<file path="src/hw/rtl/fat32_boot_sector_parser_top_macros.svh">
// Assertion helpers for the boot sector parser.
`ifndef FAT32_BOOT_SECTOR_PARSER_TOP_MACROS_SVH
`define FAT32_BOOT_SECTOR_PARSER_TOP_MACROS_SVH

`ifndef SYNTHESIS

// Same-cycle implication, checked out of reset.
`define FBSP_ASSERT_NOW(label, clk, rst, ante, cons) \
  label: assert property (@(posedge clk) disable iff (rst) (ante) |-> (cons)) \
    else $error("fbsp assertion failed");

// Next-cycle implication, checked out of reset.
`define FBSP_ASSERT_NEXT(label, clk, rst, ante, cons) \
  label: assert property (@(posedge clk) disable iff (rst) (ante) |=> (cons)) \
    else $error("fbsp assertion failed");

`else

`define FBSP_ASSERT_NOW(label, clk, rst, ante, cons)
`define FBSP_ASSERT_NEXT(label, clk, rst, ante, cons)

`endif

`endif

</file>
<file path="src/hw/rtl/fbsp_pkg.sv">
`timescale 1ns / 1ps

package fbsp_pkg;

  // Sector summaries waiting between front and back end
  localparam int FBSP_QUEUE_DEPTH = 2;

  localparam logic [9:0]  POS_LAST_COUNT = 10'd1023;
  localparam logic [9:0]  POS_SECTOR_END = 10'd512;
  localparam logic [9:0]  POS_PART_TABLE = 10'd446;
  localparam logic [9:0]  POS_SIG_LO     = 10'd510;
  localparam logic [9:0]  POS_SIG_HI     = 10'd511;
  localparam logic [7:0]  TYPE_FAT32_CHS = 8'h0B;
  localparam logic [7:0]  TYPE_FAT32_LBA = 8'h0C;
  localparam logic [15:0] BOOT_SIGNATURE = 16'h55AA;

  typedef enum logic [2:0] {
    ST_MOUNTED     = 3'd0,
    ST_NEED_PART   = 3'd1,
    ST_BAD_SIG     = 3'd2,
    ST_NO_FAT32    = 3'd3,
    ST_BAD_SIZE    = 3'd4,
    ST_BAD_CLUSTER = 3'd5,
    ST_NOT_FAT32   = 3'd6
  } status_t;

  typedef enum logic [1:0] {
    BK_IDLE,
    BK_CHECK,
    BK_FINISH
  } back_state_t;

  typedef struct packed {
    logic [7:0] data_byte;
    logic       last_byte;
  } item_t;

  typedef struct packed {
    status_t     status;
    logic [31:0] partition_lba;
    logic [31:0] fat_base_lba;
    logic [31:0] data_base_lba;
    logic [31:0] root_cluster_out;
    logic [31:0] cluster_count;
    logic [19:0] cluster_bytes;
    logic [12:0] sector_bytes_out;
    logic [7:0]  cluster_sectors_out;
    logic [7:0]  fat_copies_out;
    logic [31:0] fat_length_out;
  } result_t;

  // Everything the back end needs from one finished sector
  typedef struct packed {
    logic        sig_ok;
    logic [15:0] sector_size;
    logic [7:0]  cluster_sectors;
    logic [15:0] reserved_count;
    logic [7:0]  fat_copies;
    logic        legacy_nonzero;
    logic [31:0] total_sectors;
    logic [31:0] fat_length;
    logic [31:0] root_start;
    logic [31:0] candidate_lba;
    logic        found_partition;
  } sector_sum_t;

  function automatic logic size_ok(input logic [15:0] s);
    return (s == 16'd512) || (s == 16'd1024) || (s == 16'd2048) || (s == 16'd4096);
  endfunction

  // Shift amount for a one-hot sectors-per-cluster value
  function automatic logic [2:0] cluster_shift(input logic [7:0] cs);
    logic [2:0] sh;
    case (cs)
      8'd2:    sh = 3'd1;
      8'd4:    sh = 3'd2;
      8'd8:    sh = 3'd3;
      8'd16:   sh = 3'd4;
      8'd32:   sh = 3'd5;
      8'd64:   sh = 3'd6;
      8'd128:  sh = 3'd7;
      default: sh = 3'd0;
    endcase
    return sh;
  endfunction

endpackage

</file>
<file path="src/hw/rtl/fbsp_fifo.sv">
`timescale 1ns / 1ps

module fbsp_fifo import fbsp_pkg::*; #(
  parameter int DEPTH = FBSP_QUEUE_DEPTH
) (
  input  logic        clk,
  input  logic        rst,
  input  logic        wr_en,
  input  sector_sum_t wr_data,
  output logic        full,
  input  logic        rd_en,
  output sector_sum_t rd_data,
  output logic        empty
);

  localparam int PW = $clog2(DEPTH);
  localparam int CW = $clog2(DEPTH + 1);

  sector_sum_t   mem [DEPTH];
  logic [PW-1:0] wr_ptr;
  logic [PW-1:0] rd_ptr;
  logic [CW-1:0] count;

  logic do_wr;
  logic do_rd;

  assign full    = (count == CW'(DEPTH));
  assign empty   = (count == '0);
  assign do_wr   = wr_en && !full;
  assign do_rd   = rd_en && !empty;
  assign rd_data = mem[rd_ptr];

  // Store the incoming summary
  always_ff @(posedge clk) begin
    if (do_wr) begin
      mem[wr_ptr] <= wr_data;
    end
  end

  // Advance pointers and occupancy
  always_ff @(posedge clk) begin
    if (rst) begin
      wr_ptr <= '0;
      rd_ptr <= '0;
      count  <= '0;
    end else begin
      if (do_wr) begin
        wr_ptr <= (wr_ptr == PW'(DEPTH - 1)) ? '0 : wr_ptr + 1'b1;
      end
      if (do_rd) begin
        rd_ptr <= (rd_ptr == PW'(DEPTH - 1)) ? '0 : rd_ptr + 1'b1;
      end
      if (do_wr && !do_rd) begin
        count <= count + 1'b1;
      end else if (do_rd && !do_wr) begin
        count <= count - 1'b1;
      end
    end
  end

endmodule

</file>
<file path="src/hw/rtl/fbsp_front.sv">
`timescale 1ns / 1ps

module fbsp_front import fbsp_pkg::*; (
  input  logic        clk,
  input  logic        rst,
  input  logic        push,
  input  item_t       item,
  output logic        full,
  output logic        sum_push,
  output sector_sum_t sum_data,
  input  logic        sum_full
);

  logic [9:0]  byte_position,    byte_position_next;
  logic [15:0] signature_bytes,  signature_bytes_next;
  logic [15:0] sector_size,      sector_size_next;
  logic [7:0]  cluster_sectors,  cluster_sectors_next;
  logic [15:0] reserved_count,   reserved_count_next;
  logic [7:0]  fat_copies,       fat_copies_next;
  logic        legacy_nonzero,   legacy_nonzero_next;
  logic [31:0] total_sectors,    total_sectors_next;
  logic [31:0] fat_length,       fat_length_next;
  logic [31:0] root_start,       root_start_next;
  logic        entry_type_match, entry_type_match_next;
  logic [31:0] candidate_lba,    candidate_lba_next;
  logic        found_partition,  found_partition_next;

  logic       accept;
  logic [7:0] b;
  logic [9:0] p;
  logic [9:0] table_off;

  assign full      = sum_full;
  assign accept    = push && !sum_full;
  assign b         = item.data_byte;
  assign p         = byte_position;
  assign table_off = p - POS_PART_TABLE;
  assign sum_push  = accept && item.last_byte;

  // Capture BPB fields and scan the partition table
  always_comb begin
    byte_position_next    = byte_position;
    signature_bytes_next  = signature_bytes;
    sector_size_next      = sector_size;
    cluster_sectors_next  = cluster_sectors;
    reserved_count_next   = reserved_count;
    fat_copies_next       = fat_copies;
    legacy_nonzero_next   = legacy_nonzero;
    total_sectors_next    = total_sectors;
    fat_length_next       = fat_length;
    root_start_next       = root_start;
    entry_type_match_next = entry_type_match;
    candidate_lba_next    = candidate_lba;
    found_partition_next  = found_partition;
    sum_data              = '0;

    if (accept) begin
      if (p < POS_SECTOR_END) begin
        case (p)
          10'd11:  sector_size_next[7:0]     = b;
          10'd12:  sector_size_next[15:8]    = b;
          10'd13:  cluster_sectors_next      = b;
          10'd14:  reserved_count_next[7:0]  = b;
          10'd15:  reserved_count_next[15:8] = b;
          10'd16:  fat_copies_next           = b;
          10'd17, 10'd18, 10'd19, 10'd20, 10'd22, 10'd23: begin
            if (b != 8'd0) legacy_nonzero_next = 1'b1;
          end
          10'd32:  total_sectors_next[7:0]   = b;
          10'd33:  total_sectors_next[15:8]  = b;
          10'd34:  total_sectors_next[23:16] = b;
          10'd35:  total_sectors_next[31:24] = b;
          10'd36:  fat_length_next[7:0]      = b;
          10'd37:  fat_length_next[15:8]     = b;
          10'd38:  fat_length_next[23:16]    = b;
          10'd39:  fat_length_next[31:24]    = b;
          10'd44:  root_start_next[7:0]      = b;
          10'd45:  root_start_next[15:8]     = b;
          10'd46:  root_start_next[23:16]    = b;
          10'd47:  root_start_next[31:24]    = b;
          POS_SIG_LO: signature_bytes_next[15:8] = b;
          POS_SIG_HI: signature_bytes_next[7:0]  = b;
          default: ;
        endcase

        if (p >= POS_PART_TABLE && p < POS_SIG_LO && !found_partition) begin
          case (table_off[3:0])
            4'd4:  entry_type_match_next = (b == TYPE_FAT32_CHS) || (b == TYPE_FAT32_LBA);
            4'd8:  candidate_lba_next[7:0]   = b;
            4'd9:  candidate_lba_next[15:8]  = b;
            4'd10: candidate_lba_next[23:16] = b;
            4'd11: begin
              candidate_lba_next[31:24] = b;
              if (entry_type_match && candidate_lba_next != 32'd0) begin
                found_partition_next = 1'b1;
              end
            end
            default: ;
          endcase
        end
      end

      if (byte_position < POS_LAST_COUNT) begin
        byte_position_next = byte_position + 10'd1;
      end

      // Hand the finished sector to the back end and start over
      if (item.last_byte) begin
        sum_data.sig_ok          = (signature_bytes_next == BOOT_SIGNATURE);
        sum_data.sector_size     = sector_size_next;
        sum_data.cluster_sectors = cluster_sectors_next;
        sum_data.reserved_count  = reserved_count_next;
        sum_data.fat_copies      = fat_copies_next;
        sum_data.legacy_nonzero  = legacy_nonzero_next;
        sum_data.total_sectors   = total_sectors_next;
        sum_data.fat_length      = fat_length_next;
        sum_data.root_start      = root_start_next;
        sum_data.candidate_lba   = candidate_lba_next;
        sum_data.found_partition = found_partition_next;

        byte_position_next    = '0;
        signature_bytes_next  = '0;
        sector_size_next      = '0;
        cluster_sectors_next  = '0;
        reserved_count_next   = '0;
        fat_copies_next       = '0;
        legacy_nonzero_next   = 1'b0;
        total_sectors_next    = '0;
        fat_length_next       = '0;
        root_start_next       = '0;
        entry_type_match_next = 1'b0;
        candidate_lba_next    = '0;
        found_partition_next  = 1'b0;
      end
    end
  end

  // Hold sector state
  always_ff @(posedge clk) begin
    if (rst) begin
      byte_position    <= '0;
      signature_bytes  <= '0;
      sector_size      <= '0;
      cluster_sectors  <= '0;
      reserved_count   <= '0;
      fat_copies       <= '0;
      legacy_nonzero   <= 1'b0;
      total_sectors    <= '0;
      fat_length       <= '0;
      root_start       <= '0;
      entry_type_match <= 1'b0;
      candidate_lba    <= '0;
      found_partition  <= 1'b0;
    end else begin
      byte_position    <= byte_position_next;
      signature_bytes  <= signature_bytes_next;
      sector_size      <= sector_size_next;
      cluster_sectors  <= cluster_sectors_next;
      reserved_count   <= reserved_count_next;
      fat_copies       <= fat_copies_next;
      legacy_nonzero   <= legacy_nonzero_next;
      total_sectors    <= total_sectors_next;
      fat_length       <= fat_length_next;
      root_start       <= root_start_next;
      entry_type_match <= entry_type_match_next;
      candidate_lba    <= candidate_lba_next;
      found_partition  <= found_partition_next;
    end
  end

endmodule

</file>
<file path="src/hw/rtl/fbsp_back.sv">
`timescale 1ns / 1ps

module fbsp_back import fbsp_pkg::*; (
  input  logic        clk,
  input  logic        rst,
  input  logic        sum_empty,
  input  sector_sum_t sum_data,
  output logic        sum_pop,
  input  logic        pop,
  output logic        empty,
  output result_t     result
);

  back_state_t state, state_next;

  sector_sum_t work;
  logic        expect_partition;
  logic [31:0] partition_start;
  status_t     status_r;
  status_t     status_calc;
  logic [31:0] part_r;
  logic [31:0] fats_r;
  logic        out_valid;
  result_t     res_next;
  result_t     res;

  logic        load_work;
  logic        load_check;
  logic        load_out;

  logic        cs_ok;
  logic [31:0] fats_full;
  logic [31:0] fat_start;
  logic [31:0] data_span;
  logic [2:0]  shamt;

  assign empty  = !out_valid;
  assign result = res;

  // Next state
  always_comb begin
    state_next = state;
    case (state)
      BK_IDLE:   if (!sum_empty) state_next = BK_CHECK;
      BK_CHECK:  state_next = BK_FINISH;
      BK_FINISH: if (!out_valid || pop) state_next = BK_IDLE;
      default:   state_next = BK_IDLE;
    endcase
  end

  // Step strobes
  always_comb begin
    load_work  = 1'b0;
    load_check = 1'b0;
    load_out   = 1'b0;
    case (state)
      BK_IDLE:   load_work  = !sum_empty;
      BK_CHECK:  load_check = 1'b1;
      BK_FINISH: load_out   = !out_valid || pop;
      default:   ;
    endcase
  end

  assign sum_pop = load_work;

  // Classify the sector
  assign cs_ok = (work.cluster_sectors != 8'd0) &&
                 ((work.cluster_sectors & (work.cluster_sectors - 8'd1)) == 8'd0);

  always_comb begin
    if (!work.sig_ok) begin
      status_calc = ST_BAD_SIG;
    end else if (!expect_partition && !size_ok(work.sector_size)) begin
      status_calc = work.found_partition ? ST_NEED_PART : ST_NO_FAT32;
    end else if (!size_ok(work.sector_size)) begin
      status_calc = ST_BAD_SIZE;
    end else if (!cs_ok) begin
      status_calc = ST_BAD_CLUSTER;
    end else if (work.legacy_nonzero) begin
      status_calc = ST_NOT_FAT32;
    end else begin
      status_calc = ST_MOUNTED;
    end
  end

  assign fats_full = 32'(work.fat_copies) * work.fat_length;

  // Build the result from the registered product
  assign fat_start = part_r + {16'd0, work.reserved_count};
  assign data_span = work.total_sectors - {16'd0, work.reserved_count} - fats_r;
  assign shamt     = cluster_shift(work.cluster_sectors);

  always_comb begin
    res_next        = '0;
    res_next.status = status_r;
    case (status_r)
      ST_MOUNTED: begin
        res_next.partition_lba       = part_r;
        res_next.fat_base_lba        = fat_start;
        res_next.data_base_lba       = fat_start + fats_r;
        res_next.root_cluster_out    = work.root_start;
        res_next.cluster_count       = data_span >> shamt;
        res_next.cluster_bytes       = {4'd0, work.sector_size} << shamt;
        res_next.sector_bytes_out    = work.sector_size[12:0];
        res_next.cluster_sectors_out = work.cluster_sectors;
        res_next.fat_copies_out      = work.fat_copies;
        res_next.fat_length_out      = work.fat_length;
      end
      ST_NEED_PART: res_next.partition_lba = part_r;
      default: ;
    endcase
  end

  // Take a sector from the queue
  always_ff @(posedge clk) begin
    if (load_work) begin
      work <= sum_data;
    end
  end

  // Register the verdict and the FAT area size
  always_ff @(posedge clk) begin
    if (load_check) begin
      status_r <= status_calc;
      fats_r   <= fats_full;
      if (status_calc == ST_NEED_PART) begin
        part_r <= work.candidate_lba;
      end else begin
        part_r <= expect_partition ? partition_start : 32'd0;
      end
    end
  end

  // Output register
  always_ff @(posedge clk) begin
    if (load_out) begin
      res <= res_next;
    end
  end

  // Control state
  always_ff @(posedge clk) begin
    if (rst) begin
      state            <= BK_IDLE;
      expect_partition <= 1'b0;
      partition_start  <= '0;
      out_valid        <= 1'b0;
    end else begin
      state <= state_next;
      if (load_check) begin
        if (status_calc == ST_NEED_PART) begin
          expect_partition <= 1'b1;
          partition_start  <= work.candidate_lba;
        end else begin
          expect_partition <= 1'b0;
          partition_start  <= '0;
        end
      end
      if (load_out) begin
        out_valid <= 1'b1;
      end else if (pop) begin
        out_valid <= 1'b0;
      end
    end
  end

endmodule

</file>
<file path="src/hw/rtl/fat32_boot_sector_parser_top.sv">
`timescale 1ns / 1ps
`include "fat32_boot_sector_parser_top_macros.svh"

// FAT32 boot sector parser. Push one sector byte per cycle from offset 0 and
// mark the final byte with last_byte; one result per sector appears on the
// result output. The front end takes a byte every cycle while the summary
// queue has room and never waits on a sector in progress; a finished sector's
// summary goes into a queue of QUEUE_DEPTH entries, and full rises only while
// that queue is full. The back end takes one summary at a time and steps
// through dequeue, classify with the FAT-size multiply and build the result,
// holding the last step until the result slot is free. A first sector whose
// sector-size field is invalid is read as an MBR: with a FAT32 entry, status 1
// reports the partition start and the next sector is taken as its boot sector.
module fat32_boot_sector_parser_top import fbsp_pkg::*; #(
  parameter int QUEUE_DEPTH = FBSP_QUEUE_DEPTH
) (
  input  logic    clk,
  input  logic    rst,
  input  logic    push,
  input  item_t   item,
  output logic    full,
  input  logic    pop,
  output logic    empty,
  output result_t result
);

  logic        q_push;
  sector_sum_t q_wdata;
  logic        q_full;
  logic        q_pop;
  sector_sum_t q_rdata;
  logic        q_empty;

  // Byte capture
  fbsp_front u_front (
    .clk      (clk),
    .rst      (rst),
    .push     (push),
    .item     (item),
    .full     (full),
    .sum_push (q_push),
    .sum_data (q_wdata),
    .sum_full (q_full)
  );

  // Sector summary queue
  fbsp_fifo #(
    .DEPTH (QUEUE_DEPTH)
  ) u_fifo (
    .clk     (clk),
    .rst     (rst),
    .wr_en   (q_push),
    .wr_data (q_wdata),
    .full    (q_full),
    .rd_en   (q_pop),
    .rd_data (q_rdata),
    .empty   (q_empty)
  );

  // Validation and geometry
  fbsp_back u_back (
    .clk       (clk),
    .rst       (rst),
    .sum_empty (q_empty),
    .sum_data  (q_rdata),
    .sum_pop   (q_pop),
    .pop       (pop),
    .empty     (empty),
    .result    (result)
  );

  `FBSP_ASSERT_NEXT(a_last_queued, clk, rst, push && !full && item.last_byte, !q_empty)
  `FBSP_ASSERT_NOW(a_need_part_fields, clk, rst, !empty && result.status == ST_NEED_PART, result.partition_lba != 32'd0 && result.fat_base_lba == 32'd0 && result.sector_bytes_out == 13'd0)
  `FBSP_ASSERT_NOW(a_error_fields, clk, rst, !empty && result.status != ST_MOUNTED && result.status != ST_NEED_PART, result.partition_lba == 32'd0 && result.cluster_bytes == 20'd0)
  `FBSP_ASSERT_NOW(a_mounted_size, clk, rst, !empty && result.status == ST_MOUNTED, result.sector_bytes_out == 13'd512 || result.sector_bytes_out == 13'd1024 || result.sector_bytes_out == 13'd2048 || result.sector_bytes_out == 13'd4096)

endmodule

</file>
<file path="config.mk">
export PLATFORM = sky130hd
export DESIGN_NAME = fat32_boot_sector_parser_top
export DESIGN_NICKNAME = d
export VERILOG_FILES = /design/src/hw/rtl/fbsp_pkg.sv /design/src/hw/rtl/fbsp_fifo.sv /design/src/hw/rtl/fbsp_front.sv /design/src/hw/rtl/fbsp_back.sv /design/src/hw/rtl/fat32_boot_sector_parser_top.sv
export VERILOG_INCLUDE_DIRS = /design/src /design/src/hw/rtl
export SDC_FILE = /design/constraint.sdc
export NUM_CORES = 2
export LEC_CHECK = 0
export ABC_AREA = 1
export BUFFER_PORTS_ARGS = -buffer_cell sky130_fd_sc_hd__buf_2
export CORE_AREA = 2 2 277 333
export DETAILED_ROUTE_END_ITERATION = 10
export DIE_AREA = 0 0 279 335
export GPL_TIMING_DRIVEN = 0
export PLACE_DENSITY = 0.91
export SYNTH_ARGS = -nofsm -noshare
export SYNTH_HDL_FRONTEND = slang
export SYNTH_SLANG_ARGS = --single-unit
</file>
<file path="constraint.sdc">
create_clock -name clk -period 47.6 [get_ports clk]
set_input_delay 2.38 -clock clk [delete_from_list [all_inputs] [get_ports clk]]
set_output_delay 2.38 -clock clk [all_outputs]
set_load 0.02 [all_outputs]
</file>
==> results.md <==
* Max H-tree Level at 3
* Data required, critical path at 48.04 ns
* Final HPWL DP at 125800 um
* Vias in the first global route at 47510
* Routed Wire Length at 173300 um
* Post-synthesis cell type count at 61
* Root Buffer: clkbuf_16
* Pin count of the biggest net entering global routing at 128
* Post-cts resize count at 0
* Drt drc at 0
* Maxcap violations at 0
* Die H at 335 um
* Chip width at 279 um
* Syn avg cell area at 8.792 um^2
* Cell area after synthesis at 58140 um^2
* Layout cell share with drive strength beyond 1 at 8.574%
* Final Cell Area at 64860 um^2
* Top Ports at 259
* Postcts setup bufs at 0
* Register area share after synthesis at 52.23%
* Crit Path Category: register to register
* TritonCTS clock tree: done
* Yosys reg bits at 1093
* Clock skew at 0.03631 ns
* Core Box Area at 90380 um^2
* Post-DRT Antenna Nets at 0
* Net count, final at 7332
* First-pass GRT wire length at 263200 um
* Synth top area share at 43.80%
* Crit path capture type: register
* F_max at 167.7 MHz
* Period minus WS final at 5.961 ns
* Slew @ Worst Pin at 1.399 ns
* Fillers at 5955
* Highest routed layer: met5
* Ys Warns at 0
* Metal-1 WL at 59720 um
* Routability cong. at 1.086
* Status: complete, no violations
* Pins over their slew limit at 0
* Period utilization at 12.52%
* Cts bufs inserted at 99
* Worst-Skew Late Latency at 0.71 ns
* Post-Synthesis Cells at 6613
* Vias per inst at 5.902
* CTS Hold Bufs at 0
* DR iter-0 viols at 6070
* Area grow syn2layout at 11.56%
* Final hold violations at 0
* Final setup fails at 0
* Routed len/inst at 20.98 um
* Via count at 48750
* Worst-path clk slew at 0.06 ns
* RSZ-0062 raised after global routing: no
* Clock buffer depth at 3
* Num rows at 121
* Synth top area cells: edfxtp_1 44%, nand2_1 11%, dfxtp_1 8.4%
* Clock Sinks at 1093
* Hold Crit Class: register to register
* Sum Neg Setup Slack at 0 ns
* Area leader, netlist: edfxtp_1
* Initial core utilization at 64.33%
* DR WL met2 at 81230 um
* DIE AREA at 93470 um^2
* Commonest non-fill, non-tap cell in the layout: nand2_1
* Net Count, Synth at 6941
* TritonRoute pass-1 iters at 8
* Most frequent cells in the layout: 1732 x nand2_1, 1118 x inv_1, 848 x edfxtp_1
* Critical path launch point type: register
* Initial antenna violation count at 3
* Slew HR at 5.725%
* Critical Path AT at 6.40 ns
* Placed cell area at 61450 um^2
* GRT Util Overall at 36.69%
* WL met3 at 18110 um
* Crit Path Max Fanout at 10
* Global route overflow at 0
* Port bufs at 256
==> final timing paths <==
check,slack [ns],from,to,cells past startpoint
worst max register to register,41.64,u_back.work[133]$_DFFE_PP_,u_back.fats_r[28]$_DFFE_PN_,20
worst max-delay path,41.64,u_back.work[133]$_DFFE_PP_,u_back.fats_r[28]$_DFFE_PN_,20
worst min-delay path,0.47,u_front.signature_bytes[1]$_SDFFE_PP0P_,u_front.signature_bytes[1]$_SDFFE_PP0P_,2
worst min register to register,0.47,u_front.signature_bytes[1]$_SDFFE_PP0P_,u_front.signature_bytes[1]$_SDFFE_PP0P_,2
==> cells by family after synthesis <==
group,count (synthesis),share of synthesized area [%]
AOI/OAI and AO/OA,775,7.276
xor gates and xnor gates,70,1.055
adders and majority gates,315,9.026
buffers and inverters,1439,9.646
DFF,1093,52.23
muxes,1,0.01722
and+or+nand+nor,2920,20.75
==> state kept, by name (all words and copies together), names as in the netlist, 2 cells and up <==
| name | cells |
|---|---|
| u_front.root_start | 32 |
| u_back.result | 244 |
| u_front.fat_copies | 8 |
| u_front.cluster_sectors | 8 |
| u_front.sector_size | 16 |
| u_front.byte_position | 10 |
| u_back.fats_r | 32 |
| u_back.status_r | 3 |
| u_front.reserved_count | 16 |
| u_front.fat_length | 32 |
| u_fifo.count | 2 |
| u_front.total_sectors | 32 |
| u_front.candidate_lba | 32 |
| u_front.signature_bytes | 16 |
| u_fifo.mem | 358 |
| u_back.partition_start | 32 |
| u_back.state | 2 |
| u_back.work | 179 |
| u_back.part_r | 32 |
==> stage by stage <==
step	instances	worst slack, ns	hold slack (ns)	util, %
detailed placement	8071	41.19	0.4554	67.99
floorplan	6613	27.61	0.4272	-
global placement	8037	21.41	0.4495	67.36
finish	8260	41.64	0.4655	71.76
global route	8259	41.54	0.4868	71.76
CTS	8259	41.85	0.4639	71.76
==> worst max-delay path, stage by stage, from the launching register on <==
cell	delay, ns
edfxtp_1	0.37
clkbuf_1	0.60
clkbuf_1	0.51
nand2_1	0.16
fa_1	0.54
fa_1	0.55
inv_1	0.05
fa_1	0.49
inv_1	0.05
fa_1	0.47
inv_1	0.04
ha_1	0.35
a21oi_1	0.17
o21ai_1	0.12
nor2_1	0.29
o21bai_2	0.16
a21oi_1	0.43
or2_1	0.19
nand3_1	0.07
nand2_1	0.07
nand2_1	0.04
==> routing by layer <==
metal / vias to the layer above / track usage, %
met3: 903 / 7.336
met1: 22520 / 43.19
met5: - / 0
li1: 21960 / -
met2: 3362 / 60.96
met4: 2 / 24.98
==> cell usage after synthesis, drive strengths merged <==
| master | number |
|---|---|
| nand2 | 1747 |
| inv | 1140 |
| edfxtp | 848 |
| nor2 | 682 |
| o21ai | 344 |
| nand3 | 287 |
| dfxtp | 245 |
| a21oi | 227 |
| clkbuf | 206 |
| fa | 174 |
| o22ai | 142 |
| ha | 141 |
| nand4 | 103 |
| buf | 92 |
| xor2 | 49 |
| or2 | 35 |
| nor3 | 32 |
| xnor2 | 21 |
| nand3b | 14 |
| o21bai | 12 |
| a21o | 11 |
| o211ai | 11 |
| nor4 | 10 |
| o21a | 8 |
| a31oi | 7 |
| and2 | 7 |
| a211oi | 4 |
| a21boi | 4 |
| a221oi | 1 |
| a311oi | 1 |
| a31o | 1 |
| and3 | 1 |
| clkinv | 1 |
| mux2i | 1 |
| nor3b | 1 |
| nor4b | 1 |
| o221ai | 1 |
| o22a | 1 |
==> layout make-up <==
class	instances	area [um^2]	share of cell area, %
Sequential cell	1093	30370	46.82
Multi-Input combinational cell	4081	22180	34.20
Inverter	1141	4293	6.618
Clock buffer	132	2798	4.313
Timing Repair Buffer	290	1815	2.799
Tap cell	1168	1461	2.253
Buffer	298	1329	2.049
Clock inverter	56	611.8	0.9433
Antenna cell	1	2.502	0.003858
Power is left out: the tool's default activity adds up to more than one toggle a clock period on the data nets, which glitch-free logic cannot reach.
